## config.mk

```make
export PLATFORM = sky130hd
export DESIGN_NAME = pp3d_front
export DESIGN_NICKNAME = d
export VERILOG_FILES = /design/src/pp3d_pkg.sv /design/src/pp3d_front.sv
export SDC_FILE = /design/constraint.sdc
export NUM_CORES = 1
export LEC_CHECK = 0
export BUFFER_PORTS_ARGS = -buffer_cell sky130_fd_sc_hd__buf_4
export CORE_AREA = 5 5 98 100
export DETAILED_ROUTE_END_ITERATION = 12
export DIE_AREA = 0 0 103 105
export GPL_TIMING_DRIVEN = 0
export SLEW_MARGIN = 20
export SYNTH_ARGS = -nofsm -noshare
export SYNTH_HDL_FRONTEND = slang
export SYNTH_SLANG_ARGS = --single-unit
```

## constraint.sdc

```tcl
create_clock -name clk -period 3 [get_ports clk]
set_input_delay 0.6 -clock clk [delete_from_list [all_inputs] [get_ports clk]]
set_output_delay 0.6 -clock clk [all_outputs]
set_load 0.02 [all_outputs]
```

## src/pp3d_pkg.sv

```systemverilog
// ----------------------------------------------------------------------------
// pp3d_pkg
// Types and constants shared by the point-to-3D blocks.
// ----------------------------------------------------------------------------
package pp3d_pkg;

  localparam int CFG_DATA_W  = 16;
  localparam int CFG_IDX_W   = 3;
  localparam int QUEUE_DEPTH = 2;
  localparam int QUEUE_PTR_W = $clog2(QUEUE_DEPTH);
  localparam int QUEUE_CNT_W = $clog2(QUEUE_DEPTH + 1);
  localparam logic [3:0] COUNT_MAX = 4'd15;

  typedef enum logic [2:0] {
    REG_FOCAL_X    = 3'd0,
    REG_FOCAL_Y    = 3'd1,
    REG_CENTER_X   = 3'd2,
    REG_CENTER_Y   = 3'd3,
    REG_RADIAL_K1  = 3'd4,
    REG_RADIAL_K2  = 3'd5,
    REG_BASELINE   = 3'd6,
    REG_MIN_WEIGHT = 3'd7
  } cfg_reg_t;

  typedef enum logic [1:0] {
    STATUS_OK         = 2'd0,
    STATUS_FEW_POINTS = 2'd1,
    STATUS_BAD_SOURCE = 2'd2
  } frame_status_t;

  typedef struct packed {
    logic [15:0]        focal_x;
    logic [15:0]        focal_y;
    logic [15:0]        center_x;
    logic [15:0]        center_y;
    logic signed [15:0] radial_k1;
    logic signed [15:0] radial_k2;
    logic [15:0]        baseline;
    logic [15:0]        min_weight;
  } cfg_t;

  typedef struct packed {
    logic [15:0] point_x;
    logic [15:0] point_y;
    logic [15:0] weight;
    logic [15:0] image_size;
    logic        source_valid;
    logic        last_point;
  } in_item_t;

  typedef struct packed {
    logic [2:0]         slot;
    logic               point_ok;
    logic signed [31:0] pos_x;
    logic signed [31:0] pos_y;
    logic [23:0]        depth;
    logic               frame_end;
    logic [1:0]         frame_status;
    logic [3:0]         valid_total;
  } out_item_t;

  typedef struct packed {
    logic        ok;
    logic [2:0]  slot;
    logic        frame_end;
    logic [1:0]  status;
    logic [3:0]  valid_total;
    logic [15:0] point_x;
    logic [15:0] point_y;
    logic [15:0] image_size;
  } job_t;

  typedef struct packed {
    logic [17:0] rem0;
    logic [31:0] bits;
    logic [17:0] den;
    logic [4:0]  half_steps;
  } div_req_t;

  typedef struct packed {
    logic        busy;
    logic        done;
    logic [31:0] quot;
  } div_rsp_t;

endpackage

```

## src/pp3d_front.sv

```systemverilog
// ----------------------------------------------------------------------------
// pp3d_front
// Classifies each point, keeps the frame counters and queues the job.
// ----------------------------------------------------------------------------
module pp3d_front #(
  parameter int MARKER_SLOTS     = 8,
  parameter int MIN_VALID_POINTS = 3
) (
  input  logic               clk,
  input  logic               rst_n,
  input  pp3d_pkg::cfg_t     cfg,
  input  logic               in_valid,
  output logic               in_ready,
  input  pp3d_pkg::in_item_t in_item,
  output logic               push_valid,
  input  logic               push_ready,
  output pp3d_pkg::job_t     push_job
);

  logic [3:0] slot_r;
  logic [3:0] valid_cnt_r;
  logic       src_bad_r;
  logic       bad;
  logic       ok;
  logic [3:0] valid_nxt;
  logic [1:0] status;
  logic       xfer;

  assign in_ready   = push_ready;
  assign push_valid = in_valid;
  assign xfer       = in_valid && push_ready;

  always_comb begin
    bad = src_bad_r | ~in_item.source_valid;
    ok  = !bad && (in_item.weight >= cfg.min_weight) && (in_item.image_size != 16'd0) &&
          (slot_r < 4'(MARKER_SLOTS)) && (cfg.focal_x != 16'd0) && (cfg.focal_y != 16'd0);
    valid_nxt = (ok && valid_cnt_r < pp3d_pkg::COUNT_MAX) ? valid_cnt_r + 4'd1 : valid_cnt_r;
    status = pp3d_pkg::STATUS_OK;
    if (in_item.last_point) begin
      if (bad) begin
        status = pp3d_pkg::STATUS_BAD_SOURCE;
      end else if (valid_nxt < 4'(MIN_VALID_POINTS)) begin
        status = pp3d_pkg::STATUS_FEW_POINTS;
      end
    end
    push_job.ok          = ok;
    push_job.slot        = slot_r[2:0];
    push_job.frame_end   = in_item.last_point;
    push_job.status      = status;
    push_job.valid_total = valid_nxt;
    push_job.point_x     = in_item.point_x;
    push_job.point_y     = in_item.point_y;
    push_job.image_size  = in_item.image_size;
  end

  always_ff @(posedge clk) begin
    if (!rst_n) begin
      slot_r      <= 4'd0;
      valid_cnt_r <= 4'd0;
      src_bad_r   <= 1'b0;
    end else if (xfer) begin
      if (in_item.last_point) begin
        slot_r      <= 4'd0;
        valid_cnt_r <= 4'd0;
        src_bad_r   <= 1'b0;
      end else begin
        if (slot_r < pp3d_pkg::COUNT_MAX) slot_r <= slot_r + 4'd1;
        valid_cnt_r <= valid_nxt;
        src_bad_r   <= bad;
      end
    end
  end

endmodule

```

==> results.md <==
- Share of layout cells above drive strength 1: 0.674
- Max Cap Violations: 0
- Die Y: between 100 and 150 um
- Post-Syn Instances: roughly 200
- Leakage: 1.57 nW
- Mux contribution to synthesized area: 0.0264
- Grt total ovfl: 0
- Fmax: around 330 MHz
- Post-synth ARST share: 0
- Failing checks: setup timing
- FF+latch count, synth: 9
- Die area: between 0.01 and 0.015 mm2
- Min Tclk post-route: 3.01 ns
- Seq/Total Area, Yosys: 0.112
- Most numerous cell in the Yosys netlist: buf_4
- # hold bufs at CTS: 0
- Synth Area in Compound Gates: 0.152
- Tot Pwr: 674 uW
- Simple logic cell fraction of the synthesized area: 0.253
- Vias in the first global route: ~2000
- Cell taking the most area after synthesis: buf_4
- Final Util: 0.362
- Final setup fails: 1
- Vias/cell: roughly 4.3
- R2R Path Start: src_bad_r
- Count of cell types in the netlist: between 50 and 60
- Synthesized area per cell: ~8 um2
- Area contributors post-synth: buf_4, ha_1, dfxtp_1, nor4_1, inv_1
- First-pass GRT wire length: 8940 um
- Final net count: ~580
- Worst vdd rail ir drop: between 0.0001 and 0.00015 V
- Vias: between 2000 and 2500
- Final worst slack: -0.00958 ns
- HP Class: reg -> reg
- Slew Viols, Final: 0
- Antenna violations before repair: 0
- Critical path launch point type: input port
- TritonRoute pass-1 iters: 4
- DRC: 0
- Post-Syn Nets: 420
- Skew-Pair Late Insertion Delay: ~0.23 ns
- Core area: 0.00859 mm2
- CP Launch Point: in_item[26]
- Largest family of logic cells by synthesized area: buffers and inverters
- Core Rows: 34
- Routed WL: about 6300 um
- Least-Margin Pin Slew: between 0.3 and 0.4 ns
- Status: finished, violations left
- # clock sinks: 9
- Required @ worst endpoint: between 2 and 2.5 ns
- Detail Route Antenna Nets: 0
- Crit path kind: in -> out
- Drt initial violations: 41
- Hpwl dp: about 5400 um
- Relative slew slack: 0.732
- Area Overhead vs Synth: 92.6%
- Number of CTS-inserted buffers: 3
- Clk_skew: ~0.0021 ns
- Fin crit share: 1.00
- Largest net degree at the start of global routing: 11
- CTS max path bufs: 2
- Routability congestion estimate: around 0.76
- CTS HTree Levels: 1
- Pwr Density: approximately 220 mW/mm2
- Post-synth top area share: 0.260
- Ys flop type: dfxtp_1
- Max FO, Critical Path: 6
- Clk pin slew, worst setup/hold paths: 0.05 ns
- CTS root buf: clkbuf_8
- GRT Util Overall: 0.101
- Antenna Diode Count: 0
- Critical Path End Type: output port
- # IOs: ~260
- CP Data Arrival Time: between 2 and 2.5 ns
- EDFF count, synth: 0
- XOR/XNOR Fraction of Synth Area: 0.00543
- RSZ-0062 raised after global routing: yes
- Hold_sp: src_bad_r
- Post-synthesis adder-cell area fraction: 0.140
- Netlist Area Pre-Place: 0.00161 mm2
- Pre-CTS WS: -0.353 ns
- YS warnings: 0
- TritonCTS clock tree: done
- DR WL/cell: 13.6 um
- Synth cell count leaders: buf_4, ha_1, inv_1, nor4_1
- Starting Density: 0.188
- Die W: 103 um
- Final Hold Vio Count: 0
- Buffers on Ports: about 150
## path summary, 6_finish.rpt
kind	end	cells past startpoint	slack [ns]
max	push_job[49]	8	-0.01
min	src_bad_r	2	0.49
max reg2reg	valid_cnt_r[1]	7	1.23
min reg2reg	src_bad_r	2	0.49
## registers in the layout, summed over array words and instances, names as in the netlist
register     cells
src_bad_r        1
valid_cnt_r      4
slot_r           4
## area by class of cell
type,count,area (um2)
fill,877,5490
timing repair buffer,151,1180
multi-input combinational,119,1060
buffer,58,435
sequential,9,180
tap,108,135
inverter,18,77.6
clock buffer,4,45.0
## logic make-up (layout without fill, tap and decap cells)
group,after synthesis,in the layout
compound gates,29,29
simple gates,67,67
mux,4,4
fa+ha+maj,18,18
flops,9,9
buf+inv,76,231
xor+xnor,1,1
## critical path: stages
cell and delay, ns:
buf_4 0.12, ha_4 0.25, nand4_1 0.13, or4_4 0.55
o211ai_4 0.17, nand3_4 0.13, mux2_4 0.33, buf_6 0.13
## cells in the final DEF (no fill, tap or decap), drive strengths merged, types with 6 or more instances in the layout
master,count
nand3,6
a21oi,6
nand4,6
buf,209
nand2,7
inv,18
dfxtp,9
nor2,10
ha,18
nor4,12
## layer usage
metal  track usage  wire length, um  vias up  part of all wire
met5             0                0        -                 0
li1              -                -      994                 -
met2         0.194             3200      128              0.51
met4        0.0194               36        0            0.0057
met1         0.107             2170      873              0.34
met3        0.0306              921        6              0.15
## where the power goes
group          internal [mW]  switching (mW)
combinational          0.231           0.176
clock                 0.0929          0.0514
sequential             0.122         0.00119
total                  0.445           0.228
## metrics by stage
| step | cell area, um2 | hold slack (ns) | cells | TNS, ns |
|---|---|---|---|---|
| global route | 3110 | 0.507 | 467 | -0.237 |
| global placement | 2850 | 0.481 | 458 | -1.27 |
| detailed placement | 2850 | 0.482 | 458 | -1.52 |
| CTS | 3040 | 0.488 | 467 | -0.0157 |
| floorplan | 1610 | 0.470 | 204 | 0 |
| finish | 3110 | 0.487 | 467 | -0.00958 |
## what timing repair did
action | 4_1_cts | 5_1_grt
cloned | 0 | 0
buffers inserted | 5 | 0
pin swaps | 12 | 8
gates resized for setup | 21 | 17
endpoints found under the setup margin | 6 | 6
No activity file was read; power rests on OpenSTA's default activity.
