==> src/pp3d_pkg.sv <==
// ----------------------------------------------------------------------------
// pp3d_pkg
// Types and constants shared by the point-to-3D blocks.
// ----------------------------------------------------------------------------
package pp3d_pkg;

  localparam int CFG_DATA_W  = 16;
  localparam int CFG_IDX_W   = 3;
  localparam int QUEUE_DEPTH = 2;
  localparam int QUEUE_PTR_W = $clog2(QUEUE_DEPTH);
  localparam int QUEUE_CNT_W = $clog2(QUEUE_DEPTH + 1);
  localparam logic [3:0] COUNT_MAX = 4'd15;

  typedef enum logic [2:0] {
    REG_FOCAL_X    = 3'd0,
    REG_FOCAL_Y    = 3'd1,
    REG_CENTER_X   = 3'd2,
    REG_CENTER_Y   = 3'd3,
    REG_RADIAL_K1  = 3'd4,
    REG_RADIAL_K2  = 3'd5,
    REG_BASELINE   = 3'd6,
    REG_MIN_WEIGHT = 3'd7
  } cfg_reg_t;

  typedef enum logic [1:0] {
    STATUS_OK         = 2'd0,
    STATUS_FEW_POINTS = 2'd1,
    STATUS_BAD_SOURCE = 2'd2
  } frame_status_t;

  typedef struct packed {
    logic [15:0]        focal_x;
    logic [15:0]        focal_y;
    logic [15:0]        center_x;
    logic [15:0]        center_y;
    logic signed [15:0] radial_k1;
    logic signed [15:0] radial_k2;
    logic [15:0]        baseline;
    logic [15:0]        min_weight;
  } cfg_t;

  typedef struct packed {
    logic [15:0] point_x;
    logic [15:0] point_y;
    logic [15:0] weight;
    logic [15:0] image_size;
    logic        source_valid;
    logic        last_point;
  } in_item_t;

  typedef struct packed {
    logic [2:0]         slot;
    logic               point_ok;
    logic signed [31:0] pos_x;
    logic signed [31:0] pos_y;
    logic [23:0]        depth;
    logic               frame_end;
    logic [1:0]         frame_status;
    logic [3:0]         valid_total;
  } out_item_t;

  typedef struct packed {
    logic        ok;
    logic [2:0]  slot;
    logic        frame_end;
    logic [1:0]  status;
    logic [3:0]  valid_total;
    logic [15:0] point_x;
    logic [15:0] point_y;
    logic [15:0] image_size;
  } job_t;

  typedef struct packed {
    logic [17:0] rem0;
    logic [31:0] bits;
    logic [17:0] den;
    logic [4:0]  half_steps;
  } div_req_t;

  typedef struct packed {
    logic        busy;
    logic        done;
    logic [31:0] quot;
  } div_rsp_t;

endpackage

==> src/pp3d_queue.sv <==
// ----------------------------------------------------------------------------
// pp3d_queue
// Short job queue between the front and back parts.
// ----------------------------------------------------------------------------
module pp3d_queue (
  input  logic           clk,
  input  logic           rst_n,
  input  logic           push_valid,
  output logic           push_ready,
  input  pp3d_pkg::job_t push_job,
  output logic           pop_valid,
  input  logic           pop_ready,
  output pp3d_pkg::job_t pop_job
);

  localparam int Depth = pp3d_pkg::QUEUE_DEPTH;
  localparam int PtrW  = pp3d_pkg::QUEUE_PTR_W;
  localparam int CntW  = pp3d_pkg::QUEUE_CNT_W;

  pp3d_pkg::job_t  mem_r [Depth];
  logic [PtrW-1:0] wr_ptr_r;
  logic [PtrW-1:0] rd_ptr_r;
  logic [CntW-1:0] count_r;
  logic            do_push;
  logic            do_pop;

  assign push_ready = (count_r != CntW'(Depth));
  assign pop_valid  = (count_r != '0);
  assign pop_job    = mem_r[rd_ptr_r];
  assign do_push    = push_valid && push_ready;
  assign do_pop     = pop_valid && pop_ready;

  always_ff @(posedge clk) begin
    if (do_push) mem_r[wr_ptr_r] <= push_job;
  end

  always_ff @(posedge clk) begin
    if (!rst_n) begin
      wr_ptr_r <= '0;
      rd_ptr_r <= '0;
      count_r  <= '0;
    end else begin
      if (do_push) wr_ptr_r <= (wr_ptr_r == PtrW'(Depth - 1)) ? '0 : wr_ptr_r + 1'b1;
      if (do_pop)  rd_ptr_r <= (rd_ptr_r == PtrW'(Depth - 1)) ? '0 : rd_ptr_r + 1'b1;
      if (do_push && !do_pop)      count_r <= count_r + 1'b1;
      else if (do_pop && !do_push) count_r <= count_r - 1'b1;
    end
  end

endmodule

==> config.mk <==
export PLATFORM = sky130hd
export DESIGN_NAME = pp3d_queue
export DESIGN_NICKNAME = d
export VERILOG_FILES = /design/src/pp3d_pkg.sv /design/src/pp3d_queue.sv
export SDC_FILE = /design/constraint.sdc
export NUM_CORES = 1
export LEC_CHECK = 0
export ABC_AREA = 1
export BUFFER_PORTS_ARGS = -buffer_cell sky130_fd_sc_hd__buf_2
export CORE_MARGIN = 2
export CORE_UTILIZATION = 40
export CTS_CLUSTER_DIAMETER = 80
export DETAILED_ROUTE_END_ITERATION = 8
export GPL_TIMING_DRIVEN = 0
export PLACE_DENSITY_LB_ADDON = 0.05
export SLEW_MARGIN = 20
export SYNTH_ARGS = -nofsm -noshare
export SYNTH_HDL_FRONTEND = slang
export SYNTH_SLANG_ARGS = --single-unit
==> constraint.sdc <==
create_clock -name clk -period 10.8 [get_ports clk]
set_clock_uncertainty 0.15 [all_clocks]
set_input_delay 1.62 -clock clk [delete_from_list [all_inputs] [get_ports clk]]
set_output_delay 1.62 -clock clk [all_outputs]
set_load 0.02 [all_outputs]
==> results.md <==
Timing:
- Dividing the final minimum period by the clock period gives 0.315.
- On the final layout, the worst hold slack is 0.353 ns.
- For the finished layout, the period the worst path requires is 3.41 ns.
- The worst pin sits at a relative slew slack of 0.521.
- Setup repair after global routing left no endpoint under its margin.
- The worst-margin pin slew is 0.717 ns.
- The sum of negative setup slack is 0 ns.
- The final-report hold violation count is 0.
- Setup violations remaining at the end of the flow were counted as 0.
- The count of pins over their slew limit came to 0.
- Based on the critical path, the design can be clocked at up to 294 MHz.

Synthesis:
- By count the netlist is led by sky130_fd_sc_hd__edfxtp_1 (118), sky130_fd_sc_hd__mux2_2 (49), sky130_fd_sc_hd__mux2_4 (10), sky130_fd_sc_hd__nand2_1 (9).
- After synthesis the netlist holds a flip-flop and latch count of 123.
- The number of enable-type register cells in the synthesized netlist is 118.
- The number of synthesis warnings is 0.
- The synthesized cell area is 0.00454 sq mm.
- The number of nets handed over by synthesis was 285.
- The post-synthesis async set-or-reset flop share is 0.
- Sorting the synthesized cells by area gives the leading types as sky130_fd_sc_hd__edfxtp_1 (78%), sky130_fd_sc_hd__mux2_2 (12%), sky130_fd_sc_hd__mux2_4 (3.3%).
- A synthesized cell averages 20.6 sq um.
- The synthesized netlist contains 16 unique library cells.
- The share of the yosys chip area belonging to registers is 0.802.
- For this run, the leading register cell type out of synthesis is sky130_fd_sc_hd__edfxtp_1.
- The number of instances in the synthesized netlist is 221.
- Of all cell types, the one taking the most synthesized area is sky130_fd_sc_hd__edfxtp_1.
- The most numerous cell in the Yosys netlist is sky130_fd_sc_hd__edfxtp_1.
- The portion of synthesized cell area occupied by the leading cell type is 0.780.

Clock network:
- The clock reaches the later pin of the worst-skew pair after 0.40 ns.
- The number of clock buffers added by TritonCTS is 17.
- The master cell of the clock root buffer is sky130_fd_sc_hd__clkbuf_16.
- The clock tree from TritonCTS is done.
- After clock tree synthesis, the clock-pin slew on the worst setup and hold paths is 0.06 ns.
- In this run the number of H-tree levels came out at 4.
- In this run the deepest clock path goes through 2 buffers.
- In this run, post-CTS hold repair placed 0 buffers.
- After clock tree synthesis, the repair step resized 0 gates.
- The number of setup buffers added after CTS is 0.
- The clock drives 123 sinks.

Global routing:
- Entering global routing, the biggest net connects 24 pins.
- The first-pass GRT wire length is 13200 um.
- The number of global-route vias before repair is 2639.
- For this run the aggregate overflow at the end of global routing stands at 0.
- The initial antenna violation count is 0.
- Across every metal layer, demand over resource in global routing totals 0.143.

Die:
- In this run the vertical extent of the chip is 111 um.
- The initialized floorplan defines 38 standard-cell rows.
- In this run the standard cell core region covers 0.0110 sq mm.
- In this run the horizontal extent of the chip is 111 um.
- The die covers 0.0122 sq mm.
- The initial core utilization is 0.414.
- The number of I/O pins is 124.

Worst hold path:
- The hold path startpoint is rd_ptr_r.
- The worst hold path class is flip-flop to flip-flop.

Worst setup path:
- The depth of the most critical reg-to-reg path is 6.
- The critical path runs through a total of 5 cells.
- The number of buffer and inverter instances along the worst setup path is 4.
- For the worst setup path, the data arrival time is 1.64 ns.
- The data required time at the worst endpoint is 9.03 ns.
- The gate family responsible for the most delay along the worst path is buffers and inverters.
- The critical-path cell with the highest stage delay is sky130_fd_sc_hd__dfxtp_1.
- STA classifies the critical path endpoint as an output port.
- The critical-path maximum fanout is 10.
- STA classifies the critical path startpoint as a flip-flop.
- The critical path goes through buf_6 -> buf_6 -> buf_8 -> mux2_4 -> buf_2.
- The destination of the worst register-to-register timing path is mem_r[0][29].
- The category of the most critical setup path is flip-flop to output port.
- The startpoint of the most critical register-to-register path is count_r[0].
- The capturing element of the worst setup path is pop_job[31].
- The cell repeated most along the worst path is sky130_fd_sc_hd__buf_6.
- The maximum single-stage delay on the critical path is 0.32 ns.
- The flop-to-flop setup slack is 8.61 ns.

Route:
- The first routing iteration left 100 violations.
- After detailed routing, the number of remaining DRC violations is 0.
- The number of vias in the routed layout is 2434.
- The remaining antenna violation count is 0.
- The final routed wire length divided by cell count is 15.9 um.
- The final layout contains routed wiring with a total length of 8280 um.
- The average via count per standard cell is 4.67.
- The pre-antenna-repair detailed-routing pass consisted of 4 iterations.

Placement:
- The total half-perimeter wirelength after legalization and detailed placement is 5740 um.
- Port buffering added 123 buffers.
- Routability-driven placement finished with a final weighted congestion of 0.717.

Job:
- Max-cap violations in this run came to 0.

Outcome:
- The flow ran to the end, and the final reports show no timing, DRC or antenna violations.

Layout:
- From synthesis to final layout, the design area changed by 34.4%.
- The count of antenna diodes in the layout is 0.
- In the final design database the tool counted 432 nets.
- The proportion of layout cells with a drive suffix above 1 is 0.596.

Power:
- IR analysis of the VDD net gives a maximum drop of 0.000117 V.
- The analysis attributes to cell leakage a power of 2.36 nW.
- Power spread over the standard cell area amounts to 260 mW/mm^2.
==> flip-flops by register name, summed over array words and instances, names as in the netlist, named ones only <==
name	count
mem_r	118
count_r	2
rd_ptr_r	1
wr_ptr_r	1
==> cell type report <==
cell class	count	area [sq um]
multi-input cells	83	827
clock buffers	20	457
flip-flops and latches	123	3640
clock inverters	12	170
plain buffers	7	57.6
well taps	140	175
fillers	922	4880
repair buffers	128	746
inverters	8	30.0
==> worst min-delay path by stage <==
| stage | slack [ns] | cells past startpoint | to |
|---|---|---|---|
| detailed placement | 0.35 | 2 | rd_ptr_r |
| global route | 0.40 | 2 | rd_ptr_r |
| floorplan | 0.32 | 2 | flip-flop |
| CTS | 0.36 | 2 | rd_ptr_r |
| global placement | 0.33 | 2 | rd_ptr_r |
| finish | 0.35 | 2 | rd_ptr_r |
==> cells by family (layout without fill, tap and decap cells) <==
family | Yosys count | after routing | share of synthesized area
AOI/OAI and AO/OA | 4 | 4 | 0.00496
adders and majority gates | 1 | 1 | 0.00275
buffers and inverters | 15 | 175 | 0.0193
DFF | 123 | 123 | 0.802
muxes | 59 | 59 | 0.155
and+or+nand+nor | 19 | 19 | 0.0165
==> cells in the final DEF (no fill, tap or decap), types with 2 or more instances in the layout <==
cell / synthesis / final
sky130_fd_sc_hd__buf_2: 4 / 127
sky130_fd_sc_hd__edfxtp_1: 118 / 118
sky130_fd_sc_hd__mux2_2: 49 / 49
sky130_fd_sc_hd__clkbuf_16: 0 / 17
sky130_fd_sc_hd__mux2_4: 10 / 10
sky130_fd_sc_hd__nand2_1: 9 / 9
sky130_fd_sc_hd__inv_1: 8 / 8
sky130_fd_sc_hd__nor2_1: 8 / 6
sky130_fd_sc_hd__dfxtp_1: 5 / 5
sky130_fd_sc_hd__clkinvlp_4: 0 / 4
sky130_fd_sc_hd__bufinv_16: 0 / 4
sky130_fd_sc_hd__clkinv_2: 0 / 4
sky130_fd_sc_hd__buf_16: 0 / 4
sky130_fd_sc_hd__buf_6: 2 / 2
sky130_fd_sc_hd__nor2_4: 0 / 2
sky130_fd_sc_hd__o21ai_0: 2 / 2
sky130_fd_sc_hd__clkbuf_8: 0 / 2
==> per-stage QoR <==
| step | total power, W | utilization | setup WS, ns | std cells | cell area [sq um] |
|---|---|---|---|---|---|
| 2_1_floorplan | 0.000882 | - | 5.99 | 221 | 4540 |
| 3_3_place_gp | 0.00100 | 0.486 | 4.22 | 484 | 5330 |
| 3_5_place_dp | 0.00102 | 0.499 | 7.42 | 489 | 5480 |
| 4_1_cts | 0.00161 | 0.556 | 7.34 | 521 | 6110 |
| 5_1_grt | 0.00166 | 0.556 | 7.29 | 521 | 6110 |
| 6_report | 0.00159 | 0.556 | 7.39 | 521 | 6110 |
==> worst min-delay path, cell delays in order, from the launching register on <==
cell                      delay (ns)
sky130_fd_sc_hd__dfxtp_1        0.33
sky130_fd_sc_hd__nor2_1         0.06
sky130_fd_sc_hd__nor2_1         0.08
==> layer usage <==
metal  track usage  vias to the layer above  wire length, um
met2         0.250                       81             4460
met1         0.150                     1199             3210
met4        0.0525                        0               63
met5             0                        -                0
met3        0.0681                        6              544
li1              -                     1148                -
==> power by group <==
| group | leakage (nW) | total (W) | internal (W) | switching (W) |
|---|---|---|---|---|
| sequential | 1.14 | 0.000619 | 0.000603 | 0.0000161 |
| combinational | 0.919 | 0.000381 | 0.000159 | 0.000222 |
| clock | 0.298 | 0.000588 | 0.000396 | 0.000192 |
| total | 2.36 | 0.00159 | 0.00116 | 0.000430 |
Note: power is estimated with default switching activity, not from simulation.
