<file path="src/pp3d_pkg.sv">
// ----------------------------------------------------------------------------
// pp3d_pkg
// Types and constants shared by the point-to-3D blocks.
// ----------------------------------------------------------------------------
package pp3d_pkg;

  localparam int CFG_DATA_W  = 16;
  localparam int CFG_IDX_W   = 3;
  localparam int QUEUE_DEPTH = 2;
  localparam int QUEUE_PTR_W = $clog2(QUEUE_DEPTH);
  localparam int QUEUE_CNT_W = $clog2(QUEUE_DEPTH + 1);
  localparam logic [3:0] COUNT_MAX = 4'd15;

  typedef enum logic [2:0] {
    REG_FOCAL_X    = 3'd0,
    REG_FOCAL_Y    = 3'd1,
    REG_CENTER_X   = 3'd2,
    REG_CENTER_Y   = 3'd3,
    REG_RADIAL_K1  = 3'd4,
    REG_RADIAL_K2  = 3'd5,
    REG_BASELINE   = 3'd6,
    REG_MIN_WEIGHT = 3'd7
  } cfg_reg_t;

  typedef enum logic [1:0] {
    STATUS_OK         = 2'd0,
    STATUS_FEW_POINTS = 2'd1,
    STATUS_BAD_SOURCE = 2'd2
  } frame_status_t;

  typedef struct packed {
    logic [15:0]        focal_x;
    logic [15:0]        focal_y;
    logic [15:0]        center_x;
    logic [15:0]        center_y;
    logic signed [15:0] radial_k1;
    logic signed [15:0] radial_k2;
    logic [15:0]        baseline;
    logic [15:0]        min_weight;
  } cfg_t;

  typedef struct packed {
    logic [15:0] point_x;
    logic [15:0] point_y;
    logic [15:0] weight;
    logic [15:0] image_size;
    logic        source_valid;
    logic        last_point;
  } in_item_t;

  typedef struct packed {
    logic [2:0]         slot;
    logic               point_ok;
    logic signed [31:0] pos_x;
    logic signed [31:0] pos_y;
    logic [23:0]        depth;
    logic               frame_end;
    logic [1:0]         frame_status;
    logic [3:0]         valid_total;
  } out_item_t;

  typedef struct packed {
    logic        ok;
    logic [2:0]  slot;
    logic        frame_end;
    logic [1:0]  status;
    logic [3:0]  valid_total;
    logic [15:0] point_x;
    logic [15:0] point_y;
    logic [15:0] image_size;
  } job_t;

  typedef struct packed {
    logic [17:0] rem0;
    logic [31:0] bits;
    logic [17:0] den;
    logic [4:0]  half_steps;
  } div_req_t;

  typedef struct packed {
    logic        busy;
    logic        done;
    logic [31:0] quot;
  } div_rsp_t;

endpackage

</file>
<file path="src/pp3d_div.sv">
// ----------------------------------------------------------------------------
// pp3d_div
// Shared restoring divider, two quotient bits per cycle.
// ----------------------------------------------------------------------------
module pp3d_div (
  input  logic               clk,
  input  logic               rst_n,
  input  logic               start,
  input  pp3d_pkg::div_req_t req,
  output pp3d_pkg::div_rsp_t rsp
);

  logic [17:0] rem_r;
  logic [31:0] bits_r;
  logic [17:0] den_r;
  logic [31:0] quot_r;
  logic [4:0]  cnt_r;
  logic        busy_r;
  logic        done_r;
  logic [18:0] t1;
  logic [18:0] t2;
  logic        ge1;
  logic        ge2;
  logic [17:0] rem1;
  logic [17:0] rem2;

  always_comb begin
    t1   = {rem_r, bits_r[31]};
    ge1  = (t1 >= {1'b0, den_r});
    rem1 = ge1 ? 18'(t1 - {1'b0, den_r}) : t1[17:0];
    t2   = {rem1, bits_r[30]};
    ge2  = (t2 >= {1'b0, den_r});
    rem2 = ge2 ? 18'(t2 - {1'b0, den_r}) : t2[17:0];
  end

  always_ff @(posedge clk) begin
    if (start) begin
      rem_r  <= req.rem0;
      bits_r <= req.bits;
      den_r  <= req.den;
      quot_r <= '0;
    end else if (busy_r) begin
      rem_r  <= rem2;
      bits_r <= {bits_r[29:0], 2'b00};
      quot_r <= {quot_r[29:0], ge1, ge2};
    end
  end

  always_ff @(posedge clk) begin
    if (!rst_n) begin
      busy_r <= 1'b0;
      done_r <= 1'b0;
      cnt_r  <= '0;
    end else begin
      done_r <= 1'b0;
      if (start) begin
        busy_r <= 1'b1;
        cnt_r  <= req.half_steps;
      end else if (busy_r) begin
        cnt_r <= cnt_r - 5'd1;
        if (cnt_r == 5'd1) begin
          busy_r <= 1'b0;
          done_r <= 1'b1;
        end
      end
    end
  end

  assign rsp.busy = busy_r;
  assign rsp.done = done_r;
  assign rsp.quot = quot_r;

endmodule

</file>
<file path="config.mk">
export PLATFORM = sky130hd
export DESIGN_NAME = pp3d_div
export DESIGN_NICKNAME = d
export VERILOG_FILES = /design/src/pp3d_pkg.sv /design/src/pp3d_div.sv
export SDC_FILE = /design/constraint.sdc
export NUM_CORES = 1
export LEC_CHECK = 0
export ABC_CLOCK_PERIOD_IN_PS = 10000
export BUFFER_PORTS_ARGS = -buffer_cell sky130_fd_sc_hd__buf_4
export CORE_MARGIN = 4
export CORE_UTILIZATION = 44
export DETAILED_ROUTE_END_ITERATION = 6
export PLACE_DENSITY = 0.62
export SYNTH_ARGS = -nofsm -noshare
export SYNTH_HDL_FRONTEND = slang
export SYNTH_SLANG_ARGS = --single-unit
</file>
<file path="constraint.sdc">
create_clock -name clk -period 10 [get_ports clk]
set_input_delay 0.5 -clock clk [delete_from_list [all_inputs] [get_ports clk]]
set_output_delay 0.5 -clock clk [all_outputs]
set_load 0.02 [all_outputs]
</file>
==> flow_summary_export.csv, run 1 <==
group,metric,value,unit
floorplanning,dieArea,17000,um^2
power,power.leakage,3.22,nW
cells_and_area,nets,832,
synth,synth_cells,624,
sta,tightest_slew,0.805,ns
clocking,cts_resized,0,
floorplanning,fp.dieH,130,um
detailed_routing,drc,0,
detailed_routing,ant_nets,0,
clocking,cts_tree,"built",
synth,async_flop_share,0,%
global_routing,grt-ovfl-total,0,
global_routing,antenna_found_initial,0,
cells_and_area,area_growth,17.4,%
clocking,cts_sinks,107,
sta,report.final.slew_viol_count,0,
sta,rsz0062_at_grt,"no",
clocking,path_clk_slew,0.07,ns
sta,max_freq,0.181,GHz
detailed_routing,wire_per_inst,17.7,um
worst_setup_path,cp-end-kind,"flop",
floorplanning,die_w,130,um
worst_setup_path,worstPathMaxFanout,11,
global_routing,grt_pass1_vias,5122,
global_routing,grt_max_degree,72,
sta,tns,0,ns
outcome,run_status,"complete, no violations",
floorplanning,core-area,14600,um^2
power,peakVddDrop,0.000141,V
cells_and_area,num_antenna_cells,0,
floorplanning,num_rows,44,
sta,fin_crit_sh,55.3,%
detailed_routing,drtIter0Drc,392,
cells_and_area,layout_commonest_cell,"buf_4",
power,power_density,335,nW/um^2
cells_and_area,fin_util,53.0,%
synth,yosysWarnings,0,
detailed_routing,dr_total_vias,5154,
floorplanning,initial_core_util,45.1,%
clocking,cts-root-buf,"clkbuf_16",
synth,synth_cell_types,76,
placed_design,place.gp.congestion,0.929,
clocking,htreeDepth,3,
sta,fin_skew,0.00843,ns
synth,ys_seq_area_share,42.9,%
placed_design,dp_hpwl,12.4,mm
sta,setup_viol,0,
placed_design,numPortBuffers,109,
synth,synth_flop_cell,"edfxtp_1",
sta,hold_viol_final,0,
cells_and_area,drive_gt1_share,26.8,%
synth,synth-seq-cells,107,
synth,syn_avg_cell_area,10.6,um^2
worst_setup_path,cp.arrival,5.60,ns
job,drv_cap,0,
worst_setup_path,startpoint_type,"flop",
clocking,hold_buffers,0,
synth,netlist_area,6590,um^2
synth,syn_nets,740,
detailed_routing,first_pass_iters,7,
clocking,numCtsBuffers,9,
cells_and_area,final_cell_mix,"buf_4, edfxtp_1, nor2_1",
worst_setup_path,critPathKind,"reg2reg",
worst_setup_path,crit_required,10.07,ns
min_path,hold_path_class,"in2reg",
synth,synth_edf_count,68,
sta,relSlewSlack,46.3,%
sta,min_period,5.53,ns
floorplanning,boundaryPins,110,
clocking,cts_setup_buffers,0,
global_routing,track_usage,19.3,%
cells_and_area,num-fill-cells,1314,
detailed_routing,totalWireLength,16.0,mm
worst_setup_path,reg2reg_slack,4.47,ns
detailed_routing,viasPerCell,5.70,
clocking,clk-insertion-delay-late,0.36,ns
clocking,clock_path_buffers,2,
global_routing,grt_first_pass_wirelength,25.7,mm
## worst max-delay path, cell delays in order, from the launching register on
cell	delay, ns
edfxtp_1	0.42
ha_1	0.44
and4_1	0.28
nand2_1	0.07
a211o_1	0.31
a211o_2	0.36
and2_4	0.21
o21ai_0	0.39
ha_1	0.34
nor2b_1	0.15
o31ai_1	0.54
a2111oi_2	0.23
nor3_1	0.38
o31ai_4	0.10
a21o_2	0.26
nor2_1	0.57
o311ai_1	0.20
## Yosys cell counts (all sizes together), types with 4 or more instances
cell	n	area share, %
and3	4	0.44
o21bai	4	0.46
nor4	4	0.38
o211ai	7	0.80
a21oi	29	2.5
or2	4	0.38
nor2	54	3.1
mux2	39	6.7
clkbuf	19	1.8
a211oi	12	1.4
nand3	17	1.3
inv	37	2.1
mux2i	32	4.9
nand4	10	0.95
nor2b	7	0.78
and2	8	0.80
buf	12	1.3
o311ai	7	0.93
a21o	11	1.3
o31ai	9	1.3
and4	5	0.72
nor3	15	1.1
xnor2	17	2.3
dfxtp	39	12
nand2	36	2.3
or3	4	0.38
edfxtp	68	31
ha	38	7.2
o21a	10	1.1
xor2	9	1.2
o21ai	19	1.4
## state kept, by name, summed over array words and instances (netlist names)
register	flops
quot_r	32
rem_r	18
busy_r	1
cnt_r	5
den_r	18
done_r	1
bits_r	32
## cell type report
class	instances	area [um^2]	area share (%)
Multi-Input combinational cell	449	3410	44.2
Tap cell	184	230	2.98
Sequential cell	107	2820	36.5
Inverter	37	139	1.80
Clock inverter	6	56.3	0.728
Clock buffer	10	229	2.96
Timing Repair Buffer	112	841	10.9
## where the power goes
| group | internal [mW] | leakage (nW) | switching [mW] |
|---|---|---|---|
| registers | 0.568 | 0.999 | 0.0407 |
| clock network | 0.175 | 0.141 | 0.171 |
| logic | 0.684 | 2.08 | 0.955 |
## per-stage QoR
step	setup slack (ns)	total power [mW]	hold WS [ns]	cells	area, um^2
after CTS	4.51	2.58	0.296	905	7730
final	4.47	2.59	0.312	905	7730
after global placement	4.65	2.20	0.481	889	7450
after global routing	4.14	2.79	0.294	905	7730
after floorplan	5.44	1.93	0.524	624	6590
after detailed placement	4.53	2.23	0.488	889	7450
## kinds of logic after synthesis
group	count (synthesis)	synth area share, %
compound gates	137	15.5
buf+inv	68	5.30
flops	107	42.9
mux	71	11.5
fa+ha+maj	40	7.83
xor+xnor	26	3.46
simple gates	175	13.5
## worst paths after layout
path                           start  cells after the start                       to
min reg2reg  quot_r[30]$_SDFFE_PP0P_                      2  quot_r[30]$_SDFFE_PP0P_
max               rem_r[7]$_DFFE_PP_                     16       rem_r[2]$_DFFE_PP_
max reg2reg       rem_r[7]$_DFFE_PP_                     16       rem_r[2]$_DFFE_PP_
min                          req[20]                      1      den_r[15]$_DFFE_PP_
## routing by layer
metal / wire length, um / GRT usage (%)
met3: 1410 / 5.81
met5: 0 / 0
met4: 414 / 7.44
met2: 7250 / 30.0
met1: 6950 / 25.4
No activity file was read; power rests on OpenSTA's default activity.
==> run 2: changes to the inputs <==
ABC_AREA = 1   (was unset)
ABC_CLOCK_PERIOD_IN_PS = 5400   (was 10000)
clock period = 5.4 ns   (was 10 ns; I/O delays follow)
==> run 2 against run 1 <==
Effect of this change: register-to-register slack lost 3.6 ns; clock power increased by 97%; critical endpoint is now rem_r[11]$_DFFE_PP_; synthesized area is 0.55% lower; fmax grew 22%; via count rose by 10%; sequential power grew 83%; critical path type unchanged; core utilization increased by 0.77 points; critical path depth increased by 10.
==> flow_summary_export.csv, run 2 <==
group,metric,value,unit
sta,tightest_slew,1.23,ns
worst_setup_path,r2r_start,"den_r[1]$_DFFE_PP_",
synth,yosysWarnings,0,
worst_setup_path,worstPathMaxFanout,25,
worst_setup_path,crit_path_start,"den_r[1]$_DFFE_PP_",
sta,min_period,4.52,ns
floorplanning,initial_core_util,45.1,%
clocking,htreeDepth,3,
clocking,cts_sinks,107,
global_routing,antenna_found_initial,0,
global_routing,grt_max_degree,77,
placed_design,dp_hpwl,12.1,mm
floorplanning,dieArea,16900,um^2
detailed_routing,dr_total_vias,5692,
detailed_routing,first_pass_iters,5,
synth,synth_cell_types,37,
worst_setup_path,reg2reg_slack,0.88,ns
cells_and_area,num-fill-cells,1436,
sta,rsz0062_at_grt,"no",
min_path,hold_path_class,"in2reg",
power,power,4.86,mW
cells_and_area,final-seq-area,2820,um^2
cells_and_area,nets,1081,
placed_design,numPortBuffers,109,
synth,synth-seq-cells,107,
synth,synth_edf_count,68,
sta,fin_crit_sh,83.7,%
synth,synth.most_common_cell,"nand2_1",
global_routing,grt_pass1_vias,5510,
cells_and_area,final_cell_area,7820,um^2
worst_setup_path,path_common_cell,"nand2_1",
sta,report.final.slew_viol_count,0,
synth,synth_flop_cell,"edfxtp_1",
synth,async_flop_share,0,%
global_routing,track_usage,19.6,%
cells_and_area,layout_commonest_cell,"nand2_1",
cells_and_area,area_growth,19.3,%
worst_setup_path,r2r_end,"rem_r[11]$_DFFE_PP_",
worst_setup_path,r2r_cells,26,
cells_and_area,instances_no_fill,1154,
min_path,holdPathStages,1,
clocking,cts_tree,"built",
synth,yosysTopAreaCellShare,31.2,%
worst_setup_path,cp.arrival,4.62,ns
global_routing,grt-ovfl-total,0,
floorplanning,boundaryPins,110,
worst_setup_path,path_depth,26,
worst_setup_path,cp-end-kind,"flop",
detailed_routing,wire_per_inst,13.8,um
placed_design,post-place-ws,0.569,ns
placed_design,place.gp.congestion,0.939,
worst_setup_path,cpLargestDelayFamily,"simple AND/OR/NAND/NOR gates",
floorplanning,fp.dieH,130,um
clocking,clock_path_buffers,2,
outcome,run_status,"complete, no violations",
sta,max_freq,0.221,GHz
sta,tns,0,ns
job,drv_cap,0,
worst_setup_path,critPathKind,"reg2reg",
cells_and_area,fin_util,53.8,%
clocking,clk-insertion-delay-late,0.35,ns
synth,syn_avg_cell_area,7.55,um^2
sta,final.setup.worst_slack,0.879,ns
synth,synth_cells,867,
global_routing,grt_first_pass_wirelength,26.5,mm
synth,synth_top_cells_by_count,"nand2_1, inv_1, edfxtp_1",
synth,synth.area.top_cells,"edfxtp_1, nand2_1, dfxtp_1, inv_1, ha_1",
detailed_routing,ant_nets,0,
detailed_routing,drc,0,
cells_and_area,final_cell_mix,"nand2_1, inv_1, buf_4",
clocking,cts-root-buf,"clkbuf_16",
cells_and_area,num_antenna_cells,0,
floorplanning,die_w,130,um
worst_setup_path,cpMaxStageDelayCell,"edfxtp_1",
sta,relSlewSlack,17.9,%
sta,hold_viol_final,0,
power,peakVddDrop,0.000223,V
worst_setup_path,worst-path-buf-inv,3,
sta,setup_viol,0,
clocking,numCtsBuffers,9,
placed_design,dpl_cell_area,7500,um^2
clocking,path_clk_slew,0.08,ns
detailed_routing,viasPerCell,4.93,
synth,yosysTopAreaCell,"edfxtp_1",
cells_and_area,drive_gt1_share,14.6,%
sta,fin_skew,0.0110,ns
sta,holdWs,0.0934,ns
floorplanning,core-area,14500,um^2
cells_and_area,reg_top3,"bits_r x32, quot_r x32",
detailed_routing,drtIter0Drc,351,
power,power_density,622,nW/um^2
cells_and_area,multi_input_area,3090,um^2
worst_setup_path,crit_required,5.49,ns
worst_setup_path,slowest_delay,0.43,ns
floorplanning,num_rows,44,
synth,ys_seq_area_share,43.1,%
placed_design,placed_cells,1138,
synth,syn_nets,983,
worst_setup_path,startpoint_type,"flop",
detailed_routing,totalWireLength,15.9,mm
power,power.leakage,3.87,nW
worst_setup_path,critPathCapture,"rem_r[11]$_DFFE_PP_",
synth,netlist_area,6550,um^2
## run 2: cell count changes after synthesis, sizes merged, moves of 10 or more
cell / before / now
a211oi: 12 / 0
a21o: 11 / 1
inv: 37 / 137
mux2: 39 / 0
mux2i: 32 / 0
nand2: 36 / 320
nand3: 17 / 58
nor2: 54 / 36
o21a: 10 / 0
o21ai: 19 / 31
o22ai: 1 / 29
## run 2: area by class of cell
class / count / area share, %
inverter: 138 / 6.63
timing repair buffer: 112 / 10.8
clock inverter: 5 / 0.688
tap: 184 / 2.95
sequential: 107 / 36.1
multi-input combinational: 597 / 39.5
clock buffer: 11 / 3.38
## run 2: power by group
| group | internal (mW) | switching (mW) | leakage [nW] |
|---|---|---|---|
| combinational | 1.11 | 1.96 | 2.71 |
| sequential | 1.05 | 0.0624 | 1.00 |
| clock | 0.365 | 0.316 | 0.156 |
## run 2: how the worst min path moves through the flow
stage	from	to	slack, ns
after global placement	quot_r[31]$_SDFFE_PP0P_	quot_r[31]$_SDFFE_PP0P_	0.44
after global routing	req[20]	den_r[15]$_DFFE_PP_	0.08
after floorplan	req[5]	den_r[0]$_DFFE_PP_	0.37
after detailed placement	req[21]	den_r[16]$_DFFE_PP_	0.45
after CTS	req[21]	den_r[16]$_DFFE_PP_	0.08
final	req[11]	den_r[6]$_DFFE_PP_	0.09
## run 2: cells by family after synthesis
logic type,count (synthesis),share of synthesized area (%)
AOI/OAI and AO/OA,101,8.58
xor gates and xnor gates,24,3.21
adders and majority gates,40,7.87
buffers and inverters,163,9.82
DFF,107,43.1
and+or+nand+nor,432,27.4
## run 2: timing repair
| item | CTS | global route |
|---|---|---|
| endpoints found under the setup margin | 0 | 18 |
| resized for setup | 0 | 5 |
| hold buffers | 0 | 0 |
| setup buffers | 0 | 0 |
## run 2: layer usage
layer  share of wire [%]  wire length (um)  track usage (%)  vias to the layer above
met4                 1.8               295             6.85                        0
met5                   0                 0                0                        -
met3                 6.7              1060             4.42                       21
li1                    -                 -                -                     2984
met2                  44              7070             30.7                      157
met1                  47              7510             26.8                     2530
## run 2: worst reg2reg max path, cell delays in order (launching register included)
cell	delay (ns)
edfxtp_1	0.43
inv_1	0.17
ha_1	0.26
nand2_1	0.08
inv_2	0.06
nand2_1	0.07
nand2_2	0.08
nand2_1	0.08
nand2_2	0.08
nand2_1	0.07
nand2_1	0.08
nand2_1	0.11
nand2_2	0.25
o21ai_0	0.43
inv_1	0.09
ha_1	0.36
nand2_1	0.09
nor3_1	0.32
nand3_1	0.18
nand2_1	0.10
nand2_1	0.05
nand2_1	0.07
nand2_2	0.24
nand2_4	0.32
nand2_1	0.09
nand3_1	0.07
nand2_1	0.06
